===== config.mk =====
export PLATFORM = sky130hd
export DESIGN_NAME = bps_mul
export DESIGN_NICKNAME = d
export VERILOG_FILES = /design/src/sv/bps_pkg.sv /design/src/sv/bps_mul.sv
export SDC_FILE = /design/constraint.sdc
export NUM_CORES = 1
export LEC_CHECK = 0
export BUFFER_PORTS_ARGS = -buffer_cell sky130_fd_sc_hd__buf_2
export CORE_MARGIN = 3
export CORE_UTILIZATION = 60
export CTS_CLUSTER_SIZE = 12
export DETAILED_ROUTE_END_ITERATION = 6
export PLACE_DENSITY = 0.78
export SLEW_MARGIN = 10
export SYNTH_ARGS = -nofsm -noshare
export SYNTH_HDL_FRONTEND = slang
export SYNTH_SLANG_ARGS = --single-unit

===== constraint.sdc =====
create_clock -name clk -period 9.8 [get_ports clk]
set_clock_uncertainty 0.2 [all_clocks]
set_input_delay 1.47 -clock clk [delete_from_list [all_inputs] [get_ports clk]]
set_output_delay 1.47 -clock clk [all_outputs]
set_load 0.02 [all_outputs]

===== src/sv/bps_pkg.sv =====
// ----------------------------------------------------------------------------
// bps_pkg: shared types, constants and rounding for the bezier path sampler
// coordinate width CW sets the field widths; sequencer states and codes
// ----------------------------------------------------------------------------
package bps_pkg;

  localparam int CW = 24;

  typedef struct packed {
    logic signed [CW-1:0] anchor_x;
    logic signed [CW-1:0] anchor_y;
    logic signed [CW-1:0] handle_in_x;
    logic signed [CW-1:0] handle_in_y;
    logic signed [CW-1:0] handle_out_x;
    logic signed [CW-1:0] handle_out_y;
    logic                 end_of_path;
  } in_item_t;

  typedef struct packed {
    logic signed [CW-1:0] sample_x;
    logic signed [CW-1:0] sample_y;
    logic                 run_last;
  } out_item_t;

  localparam logic CFG_CLOSED  = 1'b0;
  localparam logic CFG_SAMPLES = 1'b1;

  // sequencer states
  typedef enum logic [3:0] {
    S_IDLE,   // wait for an item
    S_DIV,    // bit-serial t = (j<<16)/n
    S_U2,     // u*u
    S_T2,     // t*t
    S_W0,     // u2*u -> w0
    S_W1,     // u2*t -> 3x -> w1
    S_W2,     // t2*u -> 3x -> w2
    S_W3,     // t2*t -> w3
    S_ACC,    // four weight*point products per axis
    S_EMIT,   // hold result until taken
    S_ANCHOR  // open path end: emit anchor
  } st_t;

  // round to nearest (half up), shift by 16, saturate to CW bits
  function automatic logic signed [CW-1:0] rnd_sat(input logic signed [CW+19:0] s);
    logic signed [CW+19:0] b;
    logic signed [CW+3:0]  q;
    b = s + (CW+20)'(32768);
    q = b[CW+19:16];
    if (q > (CW+4)'(signed'({1'b0, {(CW-1){1'b1}}})))
      rnd_sat = {1'b0, {(CW-1){1'b1}}};
    else if (q < -(CW+4)'(signed'({1'b0, {(CW-1){1'b1}}})) - (CW+4)'(1))
      rnd_sat = {1'b1, {(CW-1){1'b0}}};
    else
      rnd_sat = q[CW-1:0];
  endfunction

endpackage


===== src/sv/bps_mul.sv =====
// ----------------------------------------------------------------------------
// bps_mul: shared registered multiplier
// 17-bit unsigned weight by signed coordinate or 17x17 unsigned, one product
// ----------------------------------------------------------------------------
module bps_mul (
  input  logic                     clk,
  input  logic        [16:0]       a,
  input  logic signed [25:0]       b,
  output logic signed [43:0]       p_r
);
  import bps_pkg::*;

  logic signed [43:0] p_nxt;

  assign p_nxt = 44'(signed'({1'b0, a})) * 44'(b);

  always_ff @(posedge clk) begin
    p_r <= p_nxt;
  end

endmodule


==> reports/qor.csv <==
stage;metric;value;unit
status;run_status;completed;
logic_synthesis;syn-num-nets;2419;
timing;max_freq;0.127;GHz
timing;maxSlewHeadroom;0.551;
global_routing;grt_use_total;0.280;
timing;drv_slew;0;
routing;drtIter0Drc;688;
timing;timing_worst_slew_pin_value;673;ps
routing;route.detailed.drc;0;
layout;area_growth_syn_to_layout;4.86;%
worst_setup_path;critPathCaptureType;flip-flop;
cts;cts_buffer_depth;2;
cts;post_cts_resized;0;
timing;rsz_0062_raised_after_global_routing;no;
hold_path;whs_path_depth;2;
cts;tritoncts.num_buffers;5;
worst_setup_path;critical_path_required;9840;ps
worst_setup_path;critPathLaunchType;primary input;
logic_synthesis;ys.warnings.count;0;
routing;dr.pass1.iters;5;
worst_setup_path;ws_path_type;in -> reg;
global_routing;grt_antenna_before_repair;1;
placed_design;placedCellCount;2231;
timing;period_minus_slack;7870;ps
logic_synthesis;yosys.cell_types.count;44;
placed_design;gp_congestion;0.927;
logic_synthesis;synth_edf_count;0;
global_routing;grt_max_degree;27;
timing;finalSetupTns;0;ps
floorplan;num_rows;60;
routing;drt-vias-per-instance;5.34;
routing;final_antenna_net_count;0;
logic_synthesis;synth-seq-cells;44;
cts;htree_levels;2;
global_routing;grt_pass1_vias;13361;
cts;cts.sinks;44;
layout;largest-register;p_r;
routing;wl_per_cell;17.4;um
timing;post-route-period-util;0.803;
cts;cts_tree;built;
global_routing;grt_overflow_total;0;
logic_synthesis;synth-seq-area-share;0.0525;
floorplan;die_area;0.0300;mm^2
layout;n_antenna_cell;0;
logic_synthesis;synthesis.area;0.0168;mm^2
cts;cts_hold_buf;0;
floorplan;initial_utilization;0.616;
logic_synthesis;postSynth.asyncResetShare;0;
cts;clock_tree.root_cell;sky130_fd_sc_hd__clkbuf_16;
hold_path;hp-class;in -> reg;
layout;largest_register_ffs;44;
cts;clk_pin_slew;80;ps
floorplan;coreArea;0.0273;mm^2
timing;final_hold_viols;0;
placed_design;placement.io_buffers;87;
global_routing;grt_pass1_wl;67400;um
floorplan;die_x;173;um
placed_design;hpwl;31300;um
logic_synthesis;top_reg_cell_synth;sky130_fd_sc_hd__dfxtp_1;
layout;largest_regs;p_r: 44 flops;
routing;vias;11953;
logic_synthesis;syn-instance-count;1838;
timing;final_setup_violation_count;0;
floorplan;num_io_pins;88;
flow_run;max_cap_violations;0;
routing;route.final.wire_length;38900;um
layout;final_net_count;2447;
worst_setup_path;worst-endpoint-arrival;7910;ps
worst_setup_path;critPathMaxFanout;26;
logic_synthesis;synthesis.area_per_instance;9.13;um^2
cts;post-cts-setup-buffers;0;
floorplan;floorplan.die.height;173;um
layout;final-instance-count-excl-fill;2239;
layout;drive_gt1_frac;0.0557;
==> through the flow <==
stage	cell area, um^2	utilization	hold WS, ps	setup slack, ps
final	17600	0.645	1410	1930
after floorplan	16800	-	1390	2230
after detailed placement	17400	0.639	1690	1680
after global routing	17600	0.645	1430	1590
after CTS	17600	0.645	1420	1990
after global placement	17400	0.639	1690	1800
==> layout by cell type (no fill, tap or decap), types with 5 or more instances in the layout <==
master	Yosys	routed
sky130_fd_sc_hd__clkbuf_16	0	5
sky130_fd_sc_hd__fa_1	431	431
sky130_fd_sc_hd__ha_1	106	106
sky130_fd_sc_hd__buf_2	2	87
sky130_fd_sc_hd__nand2_1	217	217
sky130_fd_sc_hd__nor2b_1	5	5
sky130_fd_sc_hd__and2_1	245	245
sky130_fd_sc_hd__o21ai_0	8	8
sky130_fd_sc_hd__inv_1	531	531
sky130_fd_sc_hd__xor2_1	13	13
sky130_fd_sc_hd__o21a_1	6	6
sky130_fd_sc_hd__nand3_1	8	8
sky130_fd_sc_hd__nor2_1	17	17
sky130_fd_sc_hd__a21o_1	21	21
sky130_fd_sc_hd__o21bai_1	6	6
sky130_fd_sc_hd__a21oi_1	35	35
sky130_fd_sc_hd__dfxtp_1	44	44
sky130_fd_sc_hd__xnor2_1	29	29
sky130_fd_sc_hd__nor3_1	6	6
sky130_fd_sc_hd__nand4_1	7	7
==> layer usage <==
metal | global-route usage | wire length [um] | vias to the layer above
li1 | - | - | 5265
met1 | 0.366 | 15200 | 6082
met2 | 0.484 | 19600 | 500
met3 | 0.0501 | 3130 | 104
met4 | 0.0757 | 1050 | 2
met5 | 0 | 7 | -
==> kinds of logic (layout without fill, tap and decap cells) <==
family,after synthesis,in the layout,synth area share
AOI/OAI and AO/OA,100,100,0.0401
DFF,44,44,0.0525
and+or+nand+nor,517,517,0.158
buffers and inverters,598,627,0.134
xor gates and xnor gates,42,42,0.0219
adders and majority gates,537,537,0.593
==> final timing paths <==
check	endpoint	startpoint	slack [ps]
max	p_r[43]	a[9]	1930
min	p_r[0]	b[0]	1410
==> cell usage after synthesis (all sizes together), types with 3 or more instances <==
master	number	area, um^2
o21a	6	45.0
nand3	9	50.1
xor2	13	114
nand2	217	815
nand2b	3	18.8
fa	431	8630
dfxtp	44	881
and3	3	18.8
nor2b	5	31.3
ha	106	1330
and4	3	26.3
clkbuf	64	240
a21oi	38	209
and2	245	1530
xnor2	29	254
o21ai	12	63.8
buf	3	21.3
nor3	6	30.0
o21bai	6	45.0
o211ai	3	22.5
inv	531	1990
nand4	7	43.8
nor2	17	63.8
a21o	21	158
==> critical path, cell delays in order <==
cell,delay [ps]
sky130_fd_sc_hd__buf_2,480
sky130_fd_sc_hd__nand2_1,160
sky130_fd_sc_hd__fa_1,550
sky130_fd_sc_hd__inv_1,50
sky130_fd_sc_hd__fa_1,490
sky130_fd_sc_hd__inv_1,60
sky130_fd_sc_hd__fa_1,550
sky130_fd_sc_hd__inv_1,60
sky130_fd_sc_hd__fa_1,450
sky130_fd_sc_hd__fa_1,490
sky130_fd_sc_hd__inv_1,50
sky130_fd_sc_hd__fa_1,470
sky130_fd_sc_hd__inv_1,40
sky130_fd_sc_hd__ha_1,350
sky130_fd_sc_hd__a21oi_1,210
sky130_fd_sc_hd__o21ai_1,110
sky130_fd_sc_hd__a221oi_2,270
sky130_fd_sc_hd__nand3_2,270
sky130_fd_sc_hd__a21oi_4,260
sky130_fd_sc_hd__o21ai_2,110
sky130_fd_sc_hd__a221o_1,360
sky130_fd_sc_hd__a211o_1,290
sky130_fd_sc_hd__a21oi_2,140
sky130_fd_sc_hd__xor2_1,140
==> layout make-up <==
type,instances,area [um^2]
Clock buffer,5,125
Clock inverter,3,42.5
Fill cell,2226,9660
Inverter,531,1990
Multi-Input combinational cell,1196,13600
Sequential cell,44,881
Tap cell,372,465
Timing Repair Buffer,88,443
Power is left out: the tool's default activity adds up to more than one toggle a clock period on the data nets, which glitch-free logic cannot reach.
