===== config.mk =====
export PLATFORM = sky130hd
export DESIGN_NAME = bps_div
export DESIGN_NICKNAME = d
export VERILOG_FILES = /design/src/sv/bps_pkg.sv /design/src/sv/bps_div.sv
export SDC_FILE = /design/constraint.sdc
export NUM_CORES = 1
export LEC_CHECK = 0
export BUFFER_PORTS_ARGS = -buffer_cell sky130_fd_sc_hd__buf_2
export CELL_PAD_IN_SITES_DETAIL_PLACEMENT = 1
export CELL_PAD_IN_SITES_GLOBAL_PLACEMENT = 1
export CORE_MARGIN = 4
export CORE_UTILIZATION = 45
export CTS_CLUSTER_DIAMETER = 200
export DETAILED_ROUTE_END_ITERATION = 10
export PLACE_DENSITY = 0.88
export SYNTH_ARGS = -nofsm -noshare
export SYNTH_HDL_FRONTEND = slang
export SYNTH_SLANG_ARGS = --single-unit
export TNS_END_PERCENT = 50

===== constraint.sdc =====
create_clock -name clk -period 3.3 [get_ports clk]
set_input_delay 0.66 -clock clk [delete_from_list [all_inputs] [get_ports clk]]
set_output_delay 0.66 -clock clk [all_outputs]
set_load 0.02 [all_outputs]

===== src/sv/bps_pkg.sv =====
// ----------------------------------------------------------------------------
// bps_pkg: shared types, constants and rounding for the bezier path sampler
// coordinate width CW sets the field widths; sequencer states and codes
// ----------------------------------------------------------------------------
package bps_pkg;

  localparam int CW = 24;

  typedef struct packed {
    logic signed [CW-1:0] anchor_x;
    logic signed [CW-1:0] anchor_y;
    logic signed [CW-1:0] handle_in_x;
    logic signed [CW-1:0] handle_in_y;
    logic signed [CW-1:0] handle_out_x;
    logic signed [CW-1:0] handle_out_y;
    logic                 end_of_path;
  } in_item_t;

  typedef struct packed {
    logic signed [CW-1:0] sample_x;
    logic signed [CW-1:0] sample_y;
    logic                 run_last;
  } out_item_t;

  localparam logic CFG_CLOSED  = 1'b0;
  localparam logic CFG_SAMPLES = 1'b1;

  // sequencer states
  typedef enum logic [3:0] {
    S_IDLE,   // wait for an item
    S_DIV,    // bit-serial t = (j<<16)/n
    S_U2,     // u*u
    S_T2,     // t*t
    S_W0,     // u2*u -> w0
    S_W1,     // u2*t -> 3x -> w1
    S_W2,     // t2*u -> 3x -> w2
    S_W3,     // t2*t -> w3
    S_ACC,    // four weight*point products per axis
    S_EMIT,   // hold result until taken
    S_ANCHOR  // open path end: emit anchor
  } st_t;

  // round to nearest (half up), shift by 16, saturate to CW bits
  function automatic logic signed [CW-1:0] rnd_sat(input logic signed [CW+19:0] s);
    logic signed [CW+19:0] b;
    logic signed [CW+3:0]  q;
    b = s + (CW+20)'(32768);
    q = b[CW+19:16];
    if (q > (CW+4)'(signed'({1'b0, {(CW-1){1'b1}}})))
      rnd_sat = {1'b0, {(CW-1){1'b1}}};
    else if (q < -(CW+4)'(signed'({1'b0, {(CW-1){1'b1}}})) - (CW+4)'(1))
      rnd_sat = {1'b1, {(CW-1){1'b0}}};
    else
      rnd_sat = q[CW-1:0];
  endfunction

endpackage


===== src/sv/bps_div.sv =====
// ----------------------------------------------------------------------------
// bps_div: restoring divider for t = (j << 16) / n
// one quotient bit per cycle in each division
// ----------------------------------------------------------------------------
module bps_div (
  input  logic        clk,
  input  logic        rst_n,
  input  logic        start,
  input  logic [4:0]  j,
  input  logic [5:0]  n,
  output logic        done,
  output logic [16:0] q
);
  import bps_pkg::*;

  logic [20:0] num_r, num_nxt;
  logic [5:0]  rem_r, rem_nxt;
  logic [4:0]  cnt_r, cnt_nxt;
  logic        busy_r, busy_nxt;
  logic [6:0]  trial;

  assign trial = {rem_r, num_r[20]};

  always_comb begin
    num_nxt  = num_r;
    rem_nxt  = rem_r;
    cnt_nxt  = cnt_r;
    busy_nxt = busy_r;
    if (start) begin
      num_nxt  = {j, 16'd0};
      rem_nxt  = '0;
      cnt_nxt  = 5'd21;
      busy_nxt = 1'b1;
    end else if (busy_r) begin
      if (trial >= {1'b0, n}) begin
        rem_nxt = 6'(trial - {1'b0, n});
        num_nxt = {num_r[19:0], 1'b1};
      end else begin
        rem_nxt = trial[5:0];
        num_nxt = {num_r[19:0], 1'b0};
      end
      cnt_nxt = cnt_r - 5'd1;
      if (cnt_r == 5'd1) busy_nxt = 1'b0;
    end
  end

  always_ff @(posedge clk) begin
    if (!rst_n) begin
      busy_r <= 1'b0;
      cnt_r  <= '0;
    end else begin
      busy_r <= busy_nxt;
      cnt_r  <= cnt_nxt;
    end
    num_r <= num_nxt;
    rem_r <= rem_nxt;
  end

  assign done = !busy_r && !start;
  assign q    = num_r[16:0];

endmodule


==> impl_metrics.csv <==
group,metric,value,unit
placement,finalWeightedCongestion,0.780,
setup_path,r2r_slack,1.14,ns
sta,setup_tns,0,ns
floorplanning,dieArea,5010,um2
sta,rsz0062_at_grt,"false",
setup_path,slowest_stage,"fa_1",
detailed_routing,ant_nets,0,
global_route,antenna_found_initial,0,
sta,maxSlewViolCount,0,
layout,syn_to_final_growth,8.39,%
floorplanning,top_level_ports,32,
run,drv_cap,0,
setup_path,cpPeakStageDelay,0.41,ns
logic_synthesis,syn_area,1780,um2
cts,clk_latency,0.28,ns
setup_path,worst_ep_arrival_time,2.45,ns
logic_synthesis,yosys_warnings,0,
cts,ctsLongestPathBuffers,2,
layout,final_cell_mix,"31 x buf_2, 29 x nor2_1, 28 x dfxtp_1",
global_route,grt_first_pass_wirelength,6030,um
run_status,status,"finished, final reports clean",
detailed_routing,wl,3480,um
placement,place_ws,0.754,ns
setup_path,cp_max_fo,2,
logic_synthesis,ys_seq_area_share,40.0,%
floorplanning,die_x,70.8,um
global_route,grtUsageMet2,24.0,%
sta,setup_ws,1.03,ns
cts,clk_pin_slew,0.07,ns
global_route,grt_max_degree,37,
global_route,grt_overflow,0,
global_route,met1_usage,19.3,%
cts,cts_tree,"yes",
placement,dpl.hpwl,2680,um
layout,seq_area,711,um2
cts,cts_setup_buffers,0,
cts,htreeDepth,2,
detailed_routing,viasPerCell,5.19,
layout,drive_gt1_share,22.1,%
detailed_routing,dr.pass1.iters,4,
logic_synthesis,synth_area_per_cell,9.39,um2
setup_path,crit_chain,"buf_2 > ha_1 > fa_1 > or2b_1 > a21oi_1 > xor2_1 > nor4_1 > a2111oi_2",
sta,max_freq,0.440,GHz
sta,relSlewSlack,61.8,%
cts,cts_resized,0,
floorplanning,initial_core_util,47.4,%
layout,final_util,51.4,%
setup_path,cp-end-kind,"flip-flop",
power_and_ir_drop,powerDensity,483,nW/um2
layout,multiInputGateArea,845,um2
floorplanning,fp.coreArea,3740,um2
floorplanning,num_rows,22,
hold_path,holdCritPathClass,"reg -> reg",
setup_path,critical_path_class,"in -> reg",
sta,setup_violations,0,
placement,io_buffers,31,
cts,cts_hold_buf,0,
hold_path,hold_start,"cnt_r[1]",
global_route,first_global_vias,1303,
sta,hold_violations,0,
logic_synthesis,syn_inst,189,
sta,finClkSkew,0.00643,ns
global_route,grtUsageTotal,15.0,%
power_and_ir_drop,max-vdd-ir-drop,0.323,mV
setup_path,required,3.48,ns
sta,min_period,2.27,ns
logic_synthesis,synth_seq_cells,33,
setup_path,r2r_cells,8,
detailed_routing,drt-initial-drc-count,28,
cts,cts_buffers,5,
setup_path,r2r_end,"rem_r[4]",
layout,final_common_cell,"buf_2",
logic_synthesis,synth_fp_nets,213,
hold_path,holdPathStages,2,
hold_path,min_to,"cnt_r[1]",
global_route,grt.met3_usage,4.12,%
detailed_routing,route.detailed.drc,0,
cts,cts_root_buffer,"clkbuf_8",
detailed_routing,via_count,1307,
setup_path,worst_r2r_startpoint,"num_r[20]",
layout,fill_cells,458,
sta,tightest_slew,0.569,ns
logic_synthesis,ys_types,39,
floorplanning,die_height,70.8,um
layout,num-nets-final,227,
global_route,global_route.peak_usage_layer,"met2",
power_and_ir_drop,p_leak,0.871,nW
layout,antenna_cells,0,
sta,fin_crit_sh,68.9,%
setup_path,cp-startpoint,"n[0]",
cts,clock_sinks,33,
detailed_routing,drt-wirelength-per-cell,13.8,um
setup_path,setup.worst_path.start_class,"input port",
[through the flow]
step	cells	power (mW)	hold slack, ns	instance area, um2
2_1_floorplan	189	0.596	0.468	1780
3_3_place_gp	244	0.628	0.487	1830
3_5_place_dp	244	0.635	0.491	1830
4_1_cts	252	0.940	0.500	1920
5_1_grt	252	0.981	0.544	1920
6_report	252	0.929	0.499	1920
[logic make-up after synthesis]
| family | Yosys count | synth area share, % |
|---|---|---|
| simple gates | 54 | 14.1 |
| buf+inv | 39 | 12.4 |
| flops | 33 | 40.0 |
| compound gates | 31 | 14.1 |
| mux | 15 | 8.46 |
| fa+ha+maj | 10 | 7.47 |
| xor+xnor | 7 | 3.45 |
[cell type report]
type	count	area share, %
Sequential cell	33	36.9
Tap cell	48	3.12
Multi-Input combinational cell	117	43.9
Inverter	13	2.54
Timing Repair Buffer	33	8.84
Clock buffer	8	4.68
[synth_stat cells]
master / number / share of area, %
a2111oi_2: 2 / 1.7
a211o_1: 1 / 0.49
a211o_2: 1 / 0.56
a211oi_1: 2 / 0.85
a21o_1: 1 / 0.42
a21oi_1: 6 / 1.7
a22o_1: 4 / 2.0
a311oi_1: 2 / 0.99
buf_1: 1 / 0.21
buf_2: 2 / 0.56
buf_4: 17 / 7.2
buf_6: 1 / 0.63
clkbuf_1: 5 / 1.1
clkinv_1: 1 / 0.21
dfxtp_1: 28 / 32
edfxtp_1: 5 / 8.5
fa_1: 1 / 1.1
ha_1: 9 / 6.3
inv_1: 12 / 2.5
mux2i_1: 15 / 8.5
nand2_1: 6 / 1.3
nand2b_1: 3 / 1.1
nand3_1: 1 / 0.28
nand3_2: 1 / 0.56
nor2_1: 29 / 6.1
nor3_1: 5 / 1.4
nor4_1: 5 / 1.8
nor4b_1: 1 / 0.49
o211a_1: 1 / 0.56
o211a_4: 1 / 0.99
o21a_1: 4 / 1.7
o21ai_0: 3 / 0.85
o21bai_1: 2 / 0.85
o41ai_1: 1 / 0.49
or2_1: 1 / 0.35
or2_2: 1 / 0.35
or2b_1: 1 / 0.42
xnor2_1: 3 / 1.5
xor2_1: 4 / 2.0
[registers in the layout (all words and copies together) (netlist names)]
name	count
num_r	21
rem_r	6
cnt_r	5
busy_r	1
[layer usage]
layer / wire length [um] / vias up
met5: 0 / -
met4: 39 / 0
met3: 133 / 4
met2: 1730 / 24
met1: 1580 / 619
li1: - / 660
[power breakdown]
part           switching, mW  internal [mW]
logic                  0.102         0.0755
clock network          0.134          0.170
registers             0.0172          0.430
[worst max-delay path: cells and delay by family]
kind | cells | cell delay, ns
XOR/XNOR | 1 | 0.24
AO/OA/AOI/OAI | 2 | 0.51
buffers and inverters | 1 | 0.11
AND/OR/NAND/NOR | 2 | 0.33
adder cells (fa/ha/maj) | 2 | 0.61
[worst max-delay path by stage]
| stage | slack, ns | endpoint | cells past startpoint |
|---|---|---|---|
| after detailed placement | 0.75 | rem_r[4] | 8 |
| after global routing | 0.91 | rem_r[4] | 8 |
| final | 1.03 | rem_r[4] | 8 |
| after floorplan | 1.13 | rem_r[4] | 7 |
| after global placement | 0.93 | rem_r[4] | 8 |
| after CTS | 1.03 | rem_r[4] | 8 |
Power figures use the tool's default switching activity.
